File: config.mk
export PLATFORM = sky130hd
export DESIGN_NAME = qmi_cell
export DESIGN_NICKNAME = d
export VERILOG_FILES = /design/src/hdl/queue_with_middle_insert_top_assert.svh /design/src/hdl/qmi_pkg.sv /design/src/hdl/qmi_cell.sv
export SDC_FILE = /design/constraint.sdc
export NUM_CORES = 1
export LEC_CHECK = 0
export BUFFER_PORTS_ARGS = -buffer_cell sky130_fd_sc_hd__buf_4
export CAP_MARGIN = 5
export CELL_PAD_IN_SITES_DETAIL_PLACEMENT = 0
export CELL_PAD_IN_SITES_GLOBAL_PLACEMENT = 1
export CORE_UTILIZATION = 25
export CTS_CLUSTER_SIZE = 8
export DETAILED_ROUTE_END_ITERATION = 10
export HOLD_SLACK_MARGIN = 0.12
export PLACE_DENSITY_LB_ADDON = 0.1
export SLEW_MARGIN = 20
export SYNTH_ARGS = -nofsm -noshare
export SYNTH_HDL_FRONTEND = slang
export SYNTH_SLANG_ARGS = --single-unit
File: constraint.sdc
create_clock -name i_clk -period 2.85 [get_ports i_clk]
set_clock_uncertainty 0.2 [all_clocks]
set_input_delay 0.57 -clock i_clk [delete_from_list [all_inputs] [get_ports i_clk]]
set_output_delay 0.57 -clock i_clk [all_outputs]
set_load 0.02 [all_outputs]
File: src/hdl/queue_with_middle_insert_top_assert.svh
// ---------------------------------------------------------------------------
// queue_with_middle_insert_top_assert.svh
// Assertion macros for the middle-insert queue, clocked on i_clk and
// disabled while i_rst_n is low.
// ---------------------------------------------------------------------------
`ifndef QUEUE_WITH_MIDDLE_INSERT_TOP_ASSERT_SVH
`define QUEUE_WITH_MIDDLE_INSERT_TOP_ASSERT_SVH

// condition holds at every edge
`define QMI_ASSERT_ALWAYS(lbl, cond, msg) \
    lbl: assert property (@(posedge i_clk) disable iff (!i_rst_n) (cond)) else $error(msg);

// consequence holds after the antecedent, checked with non-overlapping implication
`define QMI_ASSERT_NEXT(lbl, ante, cons, msg) \
    lbl: assert property (@(posedge i_clk) disable iff (!i_rst_n) (ante) |=> (cons)) \
        else $error(msg);

// consequence holds at the same edge as the antecedent
`define QMI_ASSERT_SAME(lbl, ante, cons, msg) \
    lbl: assert property (@(posedge i_clk) disable iff (!i_rst_n) (ante) |-> (cons)) \
        else $error(msg);

`endif

File: src/hdl/qmi_pkg.sv
// ---------------------------------------------------------------------------
// qmi_pkg
// Types and constants shared by the middle-insert queue modules.
// ---------------------------------------------------------------------------
package qmi_pkg;

    localparam int QUEUE_DEPTH = 1024;
    localparam int ID_WIDTH    = 16;
    localparam int FRONT_CAP   = (QUEUE_DEPTH + 1) / 2;
    localparam int BACK_CAP    = QUEUE_DEPTH / 2;
    localparam int IDX_W       = $clog2(QUEUE_DEPTH);
    localparam int HALF_W      = $clog2(FRONT_CAP + 1);
    localparam int OCC_W       = 11;
    localparam int REQ_W       = 2;
    localparam int STAT_W      = 2;

    typedef enum logic [REQ_W-1:0] {
        REQ_JOIN_TAIL = 2'd0,
        REQ_JOIN_MID  = 2'd1,
        REQ_SERVE     = 2'd2
    } t_req;

    typedef enum logic [STAT_W-1:0] {
        ST_DONE  = 2'd0,
        ST_FULL  = 2'd1,
        ST_EMPTY = 2'd2
    } t_status;

    typedef enum logic [1:0] {
        OP_HOLD,
        OP_INSERT,
        OP_SHIFT
    } t_cell_op;

    // broadcast to every cell of the row
    typedef struct packed {
        t_cell_op            op;
        logic [IDX_W-1:0]    pos;
        logic [ID_WIDTH-1:0] id;
    } t_cell_cmd;

    typedef struct packed {
        logic [HALF_W-1:0] front_count;
        logic [HALF_W-1:0] back_count;
    } t_qmi_stat;

endpackage

File: src/hdl/qmi_cell.sv
// ---------------------------------------------------------------------------
// qmi_cell
// One slot of the queue row: holds one identifier and takes its left or
// right neighbor's value on an insert or a serve.
// ---------------------------------------------------------------------------
module qmi_cell (
    input  logic                         i_clk,
    input  logic [qmi_pkg::IDX_W-1:0]    i_index,
    input  qmi_pkg::t_cell_cmd           i_cmd,
    input  logic [qmi_pkg::ID_WIDTH-1:0] i_left,
    input  logic [qmi_pkg::ID_WIDTH-1:0] i_right,
    output logic [qmi_pkg::ID_WIDTH-1:0] o_data
);
    import qmi_pkg::*;

    logic [ID_WIDTH-1:0] r_data;
    logic [ID_WIDTH-1:0] n_data;

    always_comb begin
        n_data = r_data;
        unique case (i_cmd.op)
            OP_SHIFT: begin
                n_data = i_right;
            end
            OP_INSERT: begin
                // slots behind the insert point move one place back
                if (i_index > i_cmd.pos) begin
                    n_data = i_left;
                end else if (i_index == i_cmd.pos) begin
                    n_data = i_cmd.id;
                end
            end
            default: begin
                n_data = r_data;
            end
        endcase
    end

    always_ff @(posedge i_clk) begin
        r_data <= n_data;
    end

    assign o_data = r_data;

endmodule

==> results.cfg <==
[finish]
most-common-layout-cells = buf_4, and2_1, a221o_1, edfxtp_1, inv_1
diodes = 0
syn_to_final_growth_pct = 70.89
fillCellCount = 411
drive_gt1_share_pct = 54.89
final_common_cell = buf_4
finalNonFillerCells = 234
num-nets-final = 267
final_core_util_pct = 45.52
largest_reg_flops = 16

[timing]
hold_viol = 0
worst_slew_pin_slew_ns = 0.5956
slew_headroom_pct = 59.45
period_needed_ns = 2.733
grt_setup_unrepaired = no
holdWs_ns = 0.4291
fmax_ghz = 0.3659
slew_viol_final = 0
setup_viol = 0
worst_slack_ns = 0.1171
fin_crit_sh_pct = 95.89

[routing]
vias = 1066
final_antenna_net_count = 0
drc_errors = 0
wire_per_inst_um = 12.41
dr.pass1.iters = 3
routed_wl_mm = 2.904
drt_iter0_markers = 30
avgViaCountPerCell = 4.556

[floorplan]
coreArea_um2 = 4115
core.rowCount = 23
io_pins = 87
fp.dieW_um = 68.22
die_h_um = 68.22
die_area_um2 = 4653
start_util_pct = 26.63

[clock_network]
htreeDepth = 1
path_clk_slew_ns = 0.06
numCtsBuffers = 3
clockRootBuffer = clkbuf_8
cts_buffer_depth = 2
cts_sinks = 16
cts_post_setup_buffers_inserted = 0
cts_tree = done

[global_routing]
gr-total-overflow = 0
grt_pass1_vias = 1018
globalRouteMet2Util_pct = 23.65
grt_pass1_wl_mm = 4.105
use_met3_pct = 2.333
grt_util_met1_pct = 12.16
grt_usage_pct = 11.82
antenna_found_initial = 0
top_usage_layer = met2
grt_max_degree = 17

[hold_path]
hold_end = o_data[14]
hold_class = primary input to flip-flop
hold_path_depth = 2
min_from = i_cmd[14]

[synthesis]
syn-num-nets = 175
syn_avg_cell_area_um2 = 11.66
synth_top_area_cell = edfxtp_1
synth-seq-cells = 16
yosys-top-cells-area = edfxtp_1, a221o_1, ha_1, and2_1, inv_1
synthCells = 94
yosys.cell_types.count = 23
netlist.area_leader.share_pct = 43.84
syn_area_um2 = 1096
seq_area_frac_synth_pct = 43.84
synthesis.yosys.warnings = 0

[placement]
dp_hpwl_mm = 2.397
dp_cells = 231
gp_congestion = 0.6694
io_buffers = 86
pre_cts_slack_ns = -0.1964

[outcome]
outcome = finished clean

[power]
clock_power_share_pct = 21.8
ir_drop_mv = 0.1561
switchingPower_w = 0.0001860
p_sw_share_pct = 25.75
p_per_area_nw_per_um2 = 385.6
total_leakage_power_nw = 0.8842
pwr-share-seq_pct = 42.1
p_int_w = 0.0005362
p_comb_share_pct = 36.0

[setup_path]
crit_arrival_ns = 2.51
worstPathMaxFanout = 16
path_class = primary input to flip-flop
cp.required_ns = 2.63
start_kind = primary input
end_kind = flip-flop
crit_start = i_index[5]

[job]
drv_cap = 0
-- critical path, stage by stage --
cell,delay [ns]
buf_4,0.11
ha_1,0.32
a21oi_2,0.12
o21ai_1,0.08
a2111o_1,0.43
buf_4,0.16
nor3b_4,0.14
buf_4,0.21
a221o_1,0.37
-- per-layer routing --
| layer | wire (um) | part of all wire (%) |
|---|---|---|
| met5 | 0 | 0 |
| met4 | 26 | 0.90 |
| met3 | 210 | 7.2 |
| met2 | 1563 | 54 |
| met1 | 1103 | 38 |
-- logic make-up (layout without fill, tap and decap cells) --
logic type / count (synthesis) / after routing / synth area share (%)
AOI/OAI and AO/OA: 25 / 25 / 21.23
muxes: 1 / 1 / 0.9133
buffers and inverters: 15 / 105 / 6.506
and+or+nand+nor: 27 / 27 / 16.10
adders and majority gates: 10 / 10 / 11.42
DFF: 16 / 16 / 43.84
-- power groups by stage --
stage                     combinational, W  clock [W]  sequential (W)
after CTS                         0.000261   0.000163        0.000305
after global routing              0.000282   0.000169        0.000308
final                             0.000260   0.000158        0.000304
after floorplan                  0.0000810          0        0.000350
after global placement            0.000257          0        0.000310
after detailed placement          0.000260          0        0.000310
-- worst max path at each step --
stage	to	cells after the start
finish	o_data[8]	9
global route	o_data[8]	9
CTS	o_data[8]	8
detailed placement	o_data[8]	8
global placement	o_data[5]	8
floorplan	o_data[0]	7
-- stage by stage --
| stage | instance area (um^2) | power [W] | TNS [ns] |
|---|---|---|---|
| after floorplan | 1100 | 0.0004315 | 0 |
| final | 1873 | 0.0007222 | 0 |
| after detailed placement | 1815 | 0.0005698 | -5.249 |
| after global routing | 1873 | 0.0007595 | 0 |
| after CTS | 1857 | 0.0007290 | 0 |
| after global placement | 1815 | 0.0005666 | -5.051 |
-- cell type report --
class,instances,area [um^2],share of cell area (%)
repair buffers,91,683.2,36.47
multi-input cells,63,564.3,30.13
flip-flops and latches,16,480.5,25.65
well taps,50,62.56,3.340
clock buffers,3,41.29,2.204
inverters,11,41.29,2.204
-- synth_stat cells (all sizes together) --
cell type  instances
and3               1
and4               1
and2              16
buf                3
a211oi             2
edfxtp            16
mux2i              1
nand2b             2
nor3b              1
o21ai              3
a221o             16
inv               11
ha                10
nand4              2
clkbuf             1
nand3              1
a21oi              3
nor2               2
a2111o             1
nand2              1
-- what timing repair did --
action                                  4_1_cts  5_1_grt
endpoints found under the setup margin        0       32
gates resized for setup                       0        2
hold buffers                                  0        0
(Power assumes the default switching activity.)
