[config.mk]
export PLATFORM = sky130hd
export DESIGN_NAME = qmi_ctrl
export DESIGN_NICKNAME = d
export VERILOG_FILES = /design/src/hdl/queue_with_middle_insert_top_assert.svh /design/src/hdl/qmi_pkg.sv /design/src/hdl/qmi_ctrl.sv
export SDC_FILE = /design/constraint.sdc
export NUM_CORES = 1
export LEC_CHECK = 0
export BUFFER_PORTS_ARGS = -buffer_cell sky130_fd_sc_hd__buf_2
export CAP_MARGIN = 15
export CELL_PAD_IN_SITES_DETAIL_PLACEMENT = 2
export CELL_PAD_IN_SITES_GLOBAL_PLACEMENT = 2
export CORE_UTILIZATION = 32
export CTS_BUF_LIST = sky130_fd_sc_hd__clkbuf_4
export DETAILED_ROUTE_END_ITERATION = 16
export GPL_TIMING_DRIVEN = 0
export PLACE_DENSITY_LB_ADDON = 0.05
export SLEW_MARGIN = 20
export SYNTH_ARGS = -nofsm -noshare
export SYNTH_HDL_FRONTEND = slang
export SYNTH_SLANG_ARGS = --single-unit
export TNS_END_PERCENT = 1
[constraint.sdc]
create_clock -name i_clk -period 7.2 [get_ports i_clk]
set_clock_uncertainty 0.15 [all_clocks]
set_input_delay 0 -clock i_clk [delete_from_list [all_inputs] [get_ports i_clk]]
set_output_delay 0 -clock i_clk [all_outputs]
set_load 0.02 [all_outputs]
[src/hdl/queue_with_middle_insert_top_assert.svh]
// ---------------------------------------------------------------------------
// queue_with_middle_insert_top_assert.svh
// Assertion macros for the middle-insert queue, clocked on i_clk and
// disabled while i_rst_n is low.
// ---------------------------------------------------------------------------
`ifndef QUEUE_WITH_MIDDLE_INSERT_TOP_ASSERT_SVH
`define QUEUE_WITH_MIDDLE_INSERT_TOP_ASSERT_SVH

// condition holds at every edge
`define QMI_ASSERT_ALWAYS(lbl, cond, msg) \
    lbl: assert property (@(posedge i_clk) disable iff (!i_rst_n) (cond)) else $error(msg);

// consequence holds after the antecedent, checked with non-overlapping implication
`define QMI_ASSERT_NEXT(lbl, ante, cons, msg) \
    lbl: assert property (@(posedge i_clk) disable iff (!i_rst_n) (ante) |=> (cons)) \
        else $error(msg);

// consequence holds at the same edge as the antecedent
`define QMI_ASSERT_SAME(lbl, ante, cons, msg) \
    lbl: assert property (@(posedge i_clk) disable iff (!i_rst_n) (ante) |-> (cons)) \
        else $error(msg);

`endif

[src/hdl/qmi_pkg.sv]
// ---------------------------------------------------------------------------
// qmi_pkg
// Types and constants shared by the middle-insert queue modules.
// ---------------------------------------------------------------------------
package qmi_pkg;

    localparam int QUEUE_DEPTH = 1024;
    localparam int ID_WIDTH    = 16;
    localparam int FRONT_CAP   = (QUEUE_DEPTH + 1) / 2;
    localparam int BACK_CAP    = QUEUE_DEPTH / 2;
    localparam int IDX_W       = $clog2(QUEUE_DEPTH);
    localparam int HALF_W      = $clog2(FRONT_CAP + 1);
    localparam int OCC_W       = 11;
    localparam int REQ_W       = 2;
    localparam int STAT_W      = 2;

    typedef enum logic [REQ_W-1:0] {
        REQ_JOIN_TAIL = 2'd0,
        REQ_JOIN_MID  = 2'd1,
        REQ_SERVE     = 2'd2
    } t_req;

    typedef enum logic [STAT_W-1:0] {
        ST_DONE  = 2'd0,
        ST_FULL  = 2'd1,
        ST_EMPTY = 2'd2
    } t_status;

    typedef enum logic [1:0] {
        OP_HOLD,
        OP_INSERT,
        OP_SHIFT
    } t_cell_op;

    // broadcast to every cell of the row
    typedef struct packed {
        t_cell_op            op;
        logic [IDX_W-1:0]    pos;
        logic [ID_WIDTH-1:0] id;
    } t_cell_cmd;

    typedef struct packed {
        logic [HALF_W-1:0] front_count;
        logic [HALF_W-1:0] back_count;
    } t_qmi_stat;

endpackage

[src/hdl/qmi_ctrl.sv]
// ---------------------------------------------------------------------------
// qmi_ctrl
// Half counters, request decode, rebalancing and the result register.
// ---------------------------------------------------------------------------
module qmi_ctrl (
    input  logic                         i_clk,
    input  logic                         i_rst_n,
    input  logic                         i_s_tvalid,
    output logic                         o_s_tready,
    input  logic [qmi_pkg::REQ_W-1:0]    i_req,
    input  logic [qmi_pkg::ID_WIDTH-1:0] i_id,
    input  logic [qmi_pkg::ID_WIDTH-1:0] i_head,
    output qmi_pkg::t_cell_cmd           o_cmd,
    output qmi_pkg::t_qmi_stat           o_stat,
    output logic                         o_m_tvalid,
    input  logic                         i_m_tready,
    output logic [qmi_pkg::ID_WIDTH-1:0] o_served,
    output logic [qmi_pkg::STAT_W-1:0]   o_status,
    output logic [qmi_pkg::OCC_W-1:0]    o_occ
);
    import qmi_pkg::*;

    logic [HALF_W-1:0]   r_front;
    logic [HALF_W-1:0]   r_back;
    logic [HALF_W-1:0]   n_front;
    logic [HALF_W-1:0]   n_back;
    logic                r_m_valid;
    logic [ID_WIDTH-1:0] r_served;
    t_status             r_status;
    logic [OCC_W-1:0]    r_occ;

    logic                accept;
    logic [OCC_W-1:0]    total;
    logic [OCC_W-1:0]    n_total;
    logic                full;
    logic [ID_WIDTH-1:0] served;
    t_status             status;
    t_cell_cmd           cmd;

    assign o_s_tready = !r_m_valid || i_m_tready;
    assign accept     = i_s_tvalid && o_s_tready;
    assign total      = OCC_W'(r_front) + OCC_W'(r_back);
    assign full       = (total >= OCC_W'(QUEUE_DEPTH)) || (r_back >= HALF_W'(BACK_CAP));

    always_comb begin
        n_front = r_front;
        n_back  = r_back;
        served  = '0;
        status  = ST_DONE;
        cmd.op  = OP_HOLD;
        cmd.pos = '0;
        cmd.id  = i_id;
        if (accept) begin
            unique case (t_req'(i_req))
                REQ_JOIN_TAIL: begin
                    if (full) begin
                        status = ST_FULL;
                    end else begin
                        cmd.op  = OP_INSERT;
                        cmd.pos = total[IDX_W-1:0];
                        n_back  = r_back + 1'b1;
                    end
                end
                REQ_JOIN_MID: begin
                    if (full) begin
                        status = ST_FULL;
                    end else begin
                        // the middle is the boundary between the two halves
                        cmd.op  = OP_INSERT;
                        cmd.pos = IDX_W'(r_front);
                        n_back  = r_back + 1'b1;
                    end
                end
                REQ_SERVE: begin
                    if (r_front == '0) begin
                        status = ST_EMPTY;
                    end else begin
                        cmd.op  = OP_SHIFT;
                        served  = i_head;
                        n_front = r_front - 1'b1;
                    end
                end
                default: begin
                    status = ST_DONE;
                end
            endcase
        end
        // back half larger: its first entry becomes the front tail
        if (n_back > n_front && n_back != '0 && n_front < HALF_W'(FRONT_CAP)) begin
            n_front = n_front + 1'b1;
            n_back  = n_back - 1'b1;
        end
    end

    assign n_total = OCC_W'(n_front) + OCC_W'(n_back);

    always_ff @(posedge i_clk) begin
        if (!i_rst_n) begin
            r_front   <= '0;
            r_back    <= '0;
            r_m_valid <= 1'b0;
        end else begin
            r_front <= n_front;
            r_back  <= n_back;
            if (accept) begin
                r_m_valid <= 1'b1;
            end else if (i_m_tready) begin
                r_m_valid <= 1'b0;
            end
        end
    end

    always_ff @(posedge i_clk) begin
        if (accept) begin
            r_served <= served;
            r_status <= status;
            r_occ    <= n_total;
        end
    end

    assign o_cmd              = cmd;
    assign o_stat.front_count = r_front;
    assign o_stat.back_count  = r_back;
    assign o_m_tvalid         = r_m_valid;
    assign o_served           = r_served;
    assign o_status           = r_status;
    assign o_occ              = r_occ;

endmodule

==> out/results.tsv <==
metric	value	unit
DP Worst Slack	-0.122	ns
Crit-path slowest cell	dfxtp_2	
die area	13500	um^2
outcome	complete, no violations	
Num CTS Buffers	5	
worst stage delay on the critical path	0.47	ns
largest buffer count on any clock path	2	
Antenna Cells	0	
Die Y	116	um
Slew @ Worst Pin	0.925	ns
nature of the critical path endpoint	flip-flop	
DRC Markers	0	
P_int	0.975	mW
Cell Pwr Density	364	nW/um^2
post-synth net total	547	
wire per inst	19.8	um
Leak	2.41	nW
Rel. slew slack	37.8	%
worst hold path type	primary input to flip-flop	
sequential share of power	24.2	%
Synth area leaders	edfxtp_1 21%, ha_1 10%, dfxtp_1 10%	
H-tree levels	2	
minimum clock period	6.66	ns
Buf/Inv on CP	2	
CP Launch Type	flip-flop	
clk slew on worst S/H paths	0.17	ns
Die X	116	um
dpl hpwl	11800	um
post-synthesis area per instance	8.85	um^2
Post-synth EDFFs	29	
switch share	48.7	%
Synth Cell Area	4180	um^2
via count	4017	
final core utilization	41.2	%
pin count of the biggest net entering global routing	30	
Most Frequent Cell on Critical Path	a21oi_1	
CP arrival	6.70	ns
Crit Path Max Fanout	10	
Post-DRT Antenna Nets	0	
Seq/Total Area, Yosys	30.9	%
Fmax achieved	0.150	GHz
Worst-Skew Late Latency	0.41	ns
Pwr Total	1.90	mW
GRT Util Overall	23.3	%
initial antenna violation count	0	
# IOs	117	
Main synth FF type	edfxtp_1	
GPL Wtd Cong	0.806	
first-pass GRT wire length	23600	um
Yosys cell types	61	
Crit Path Category	flip-flop to flip-flop	
CP required	7.24	ns
Filler Cell Count	1495	
Starting Density	33.0	%
Yosys Warn Count	0	
Async S/R FF share, synth	0	%
final WL	15300	um
cells after synthesis	472	
final setup margin	0.541	ns
period utilization	92.5	%
share of cells above drive strength 1	26.7	%
final setup vio count	0	
Max VDD drop	0.156	mV
largest area contributor in the netlist	edfxtp_1	
Net Sw Power	0.926	mW
Logic pwr share	66.0	%
drt via density	5.19	
clock net sink count	50	
CTS tree	built	
Maximum Capacitance Violations	0	
area grow syn2layout	25.1	%
port bufs	100	
Overflow after GRT	0	
FF+latch count, synth	50	
clock tree root buffer cell	clkbuf_4	
Yosys top cell area share	20.9	%
final hold violation count	0	
clock share of power	9.8	%
TritonRoute pass-1 iters	4	
critical path's top delay family	compound AO/OA/AOI/OAI gates	
standard-cell rows	41	
vias in the first global route	4299	
Final Max Slew Viols	0	
NumNets Final	676	
1st-iter DRT viols	140	
Core Region	12700	um^2
minimum setup slack among reg-to-reg paths	0.54	ns
## worst reg2reg max path: stages, from the launching register on
cell and delay [ns]:
dfxtp_2 0.47, ha_1 0.20, inv_1 0.06, fa_1 0.38, nor2b_1 0.23, o2111ai_1 0.24
a21oi_2 0.31, clkbuf_2 0.30, nor2_1 0.14, and3_1 0.22, xor2_1 0.31, ha_1 0.31
a21o_1 0.19, a21oi_1 0.13, and2b_2 0.23, a211oi_2 0.28, or3_4 0.20, a21oi_4 0.05
mux2_2 0.35, ha_1 0.31, a21o_1 0.15, a21oi_1 0.22, o21bai_1 0.10, a21oi_1 0.26
o21ai_0 0.19, a21o_1 0.21, a21oi_1 0.17, xnor2_1 0.08
## cell usage in the layout, fill, tap and decap left out, types with 3 or more instances in the layout
cell / count
and3_1: 5
nand4_1: 8
dfxtp_2: 4
or4_1: 4
inv_1: 24
xor2_1: 12
and2_1: 31
o211ai_1: 6
a21oi_1: 29
nand2_1: 25
nor3_1: 15
nand3_1: 22
nor2_1: 44
o21ai_0: 11
nor2b_1: 7
a21o_1: 10
buf_2: 101
nand2b_1: 4
nor3b_1: 3
edfxtp_1: 29
dlygate4sd3_1: 20
o21a_1: 3
nor4_1: 3
or3_1: 6
ha_1: 35
clkbuf_4: 5
clkbuf_1: 11
xnor2_1: 25
o21bai_1: 4
buf_4: 18
dfxtp_1: 17
mux2i_1: 9
## through the flow
step | area (um^2) | TNS (ns) | cells | hold slack (ns)
floorplan | 4180 | 0 | 472 | -0.0374
global placement | 4890 | 0 | 744 | 0.0689
detailed placement | 4890 | -0.131 | 744 | 0.0688
CTS | 5180 | 0 | 772 | 0.0417
global route | 5230 | -0.0162 | 774 | 0.0557
finish | 5230 | 0 | 774 | 0.0637
## sequential cells by signal, indices dropped and copies added, names as in the netlist
register / count
o_status: 2
o_m_tvalid: 1
o_served: 16
o_occ: 11
r_front: 10
r_back: 10
## synth_stat cells (11+ instances only)
cell type / count
a21oi_1: 30
and2_1: 32
buf_4: 16
clkbuf_1: 12
dfxtp_1: 21
edfxtp_1: 29
ha_1: 35
inv_1: 24
nand2_1: 25
nand3_1: 22
nor2_1: 44
nor3_1: 15
o21ai_0: 11
xnor2_1: 26
xor2_1: 12
## layout make-up
cell class / count / area (um^2) / share of cell area, %
buffer: 32 / 208 / 3.97
clock buffer: 5 / 37.5 / 0.718
clock inverter: 3 / 47.5 / 0.910
multi-input combinational: 366 / 2620 / 50.1
tap: 172 / 215 / 4.12
inverter: 24 / 90.1 / 1.72
timing repair buffer: 122 / 716 / 13.7
sequential: 50 / 1300 / 24.8
## path summary, 6_finish.rpt
check | startpoint | end | depth (start not counted)
min reg2reg | r_back[9] | o_status[0] | 2
max | r_front[0] | o_occ[9] | 27
max reg2reg | r_front[0] | o_occ[9] | 27
min | i_req[0] | o_status[1] | 3
## cells by family (layout without fill, tap and decap cells)
group | count (synthesis) | count (layout) | synth area share [%]
AO/OA/AOI/OAI | 85 | 85 | 14.3
XOR/XNOR | 38 | 38 | 7.97
adder cells (fa/ha/maj) | 37 | 37 | 11.4
buffers and inverters | 56 | 186 | 7.10
flip-flops | 50 | 50 | 30.9
multiplexers | 13 | 13 | 3.30
AND/OR/NAND/NOR | 193 | 193 | 25.0
## power by group through the flow
stage / Combinational [mW] / Clock (mW) / Sequential (mW)
2_1_floorplan: 0.815 / 0 / 0.525
3_3_place_gp: 1.18 / 0 / 0.462
3_5_place_dp: 1.23 / 0 / 0.464
4_1_cts: 1.24 / 0.192 / 0.457
5_1_grt: 1.38 / 0.203 / 0.466
6_report: 1.26 / 0.187 / 0.459
## repair_timing
action                     4_1_cts  5_1_grt
hold endpoints to repair        22        0
gates resized for setup          1        9
setup endpoints to repair        3        6
buffers inserted                 0        2
hold buffers                    20        0
pin swaps                        0        1
## layer usage
| layer | global-route usage (%) | share of wire (%) | vias to the layer above |
|---|---|---|---|
| met3 | 3.37 | 3.5 | 15 |
| met4 | 5.73 | 1.6 | 0 |
| li1 | - | - | 1919 |
| met1 | 29.9 | 45 | 1992 |
| met2 | 40.9 | 50 | 91 |
| met5 | 0 | 0 | - |
Power figures use the tool's default switching activity.
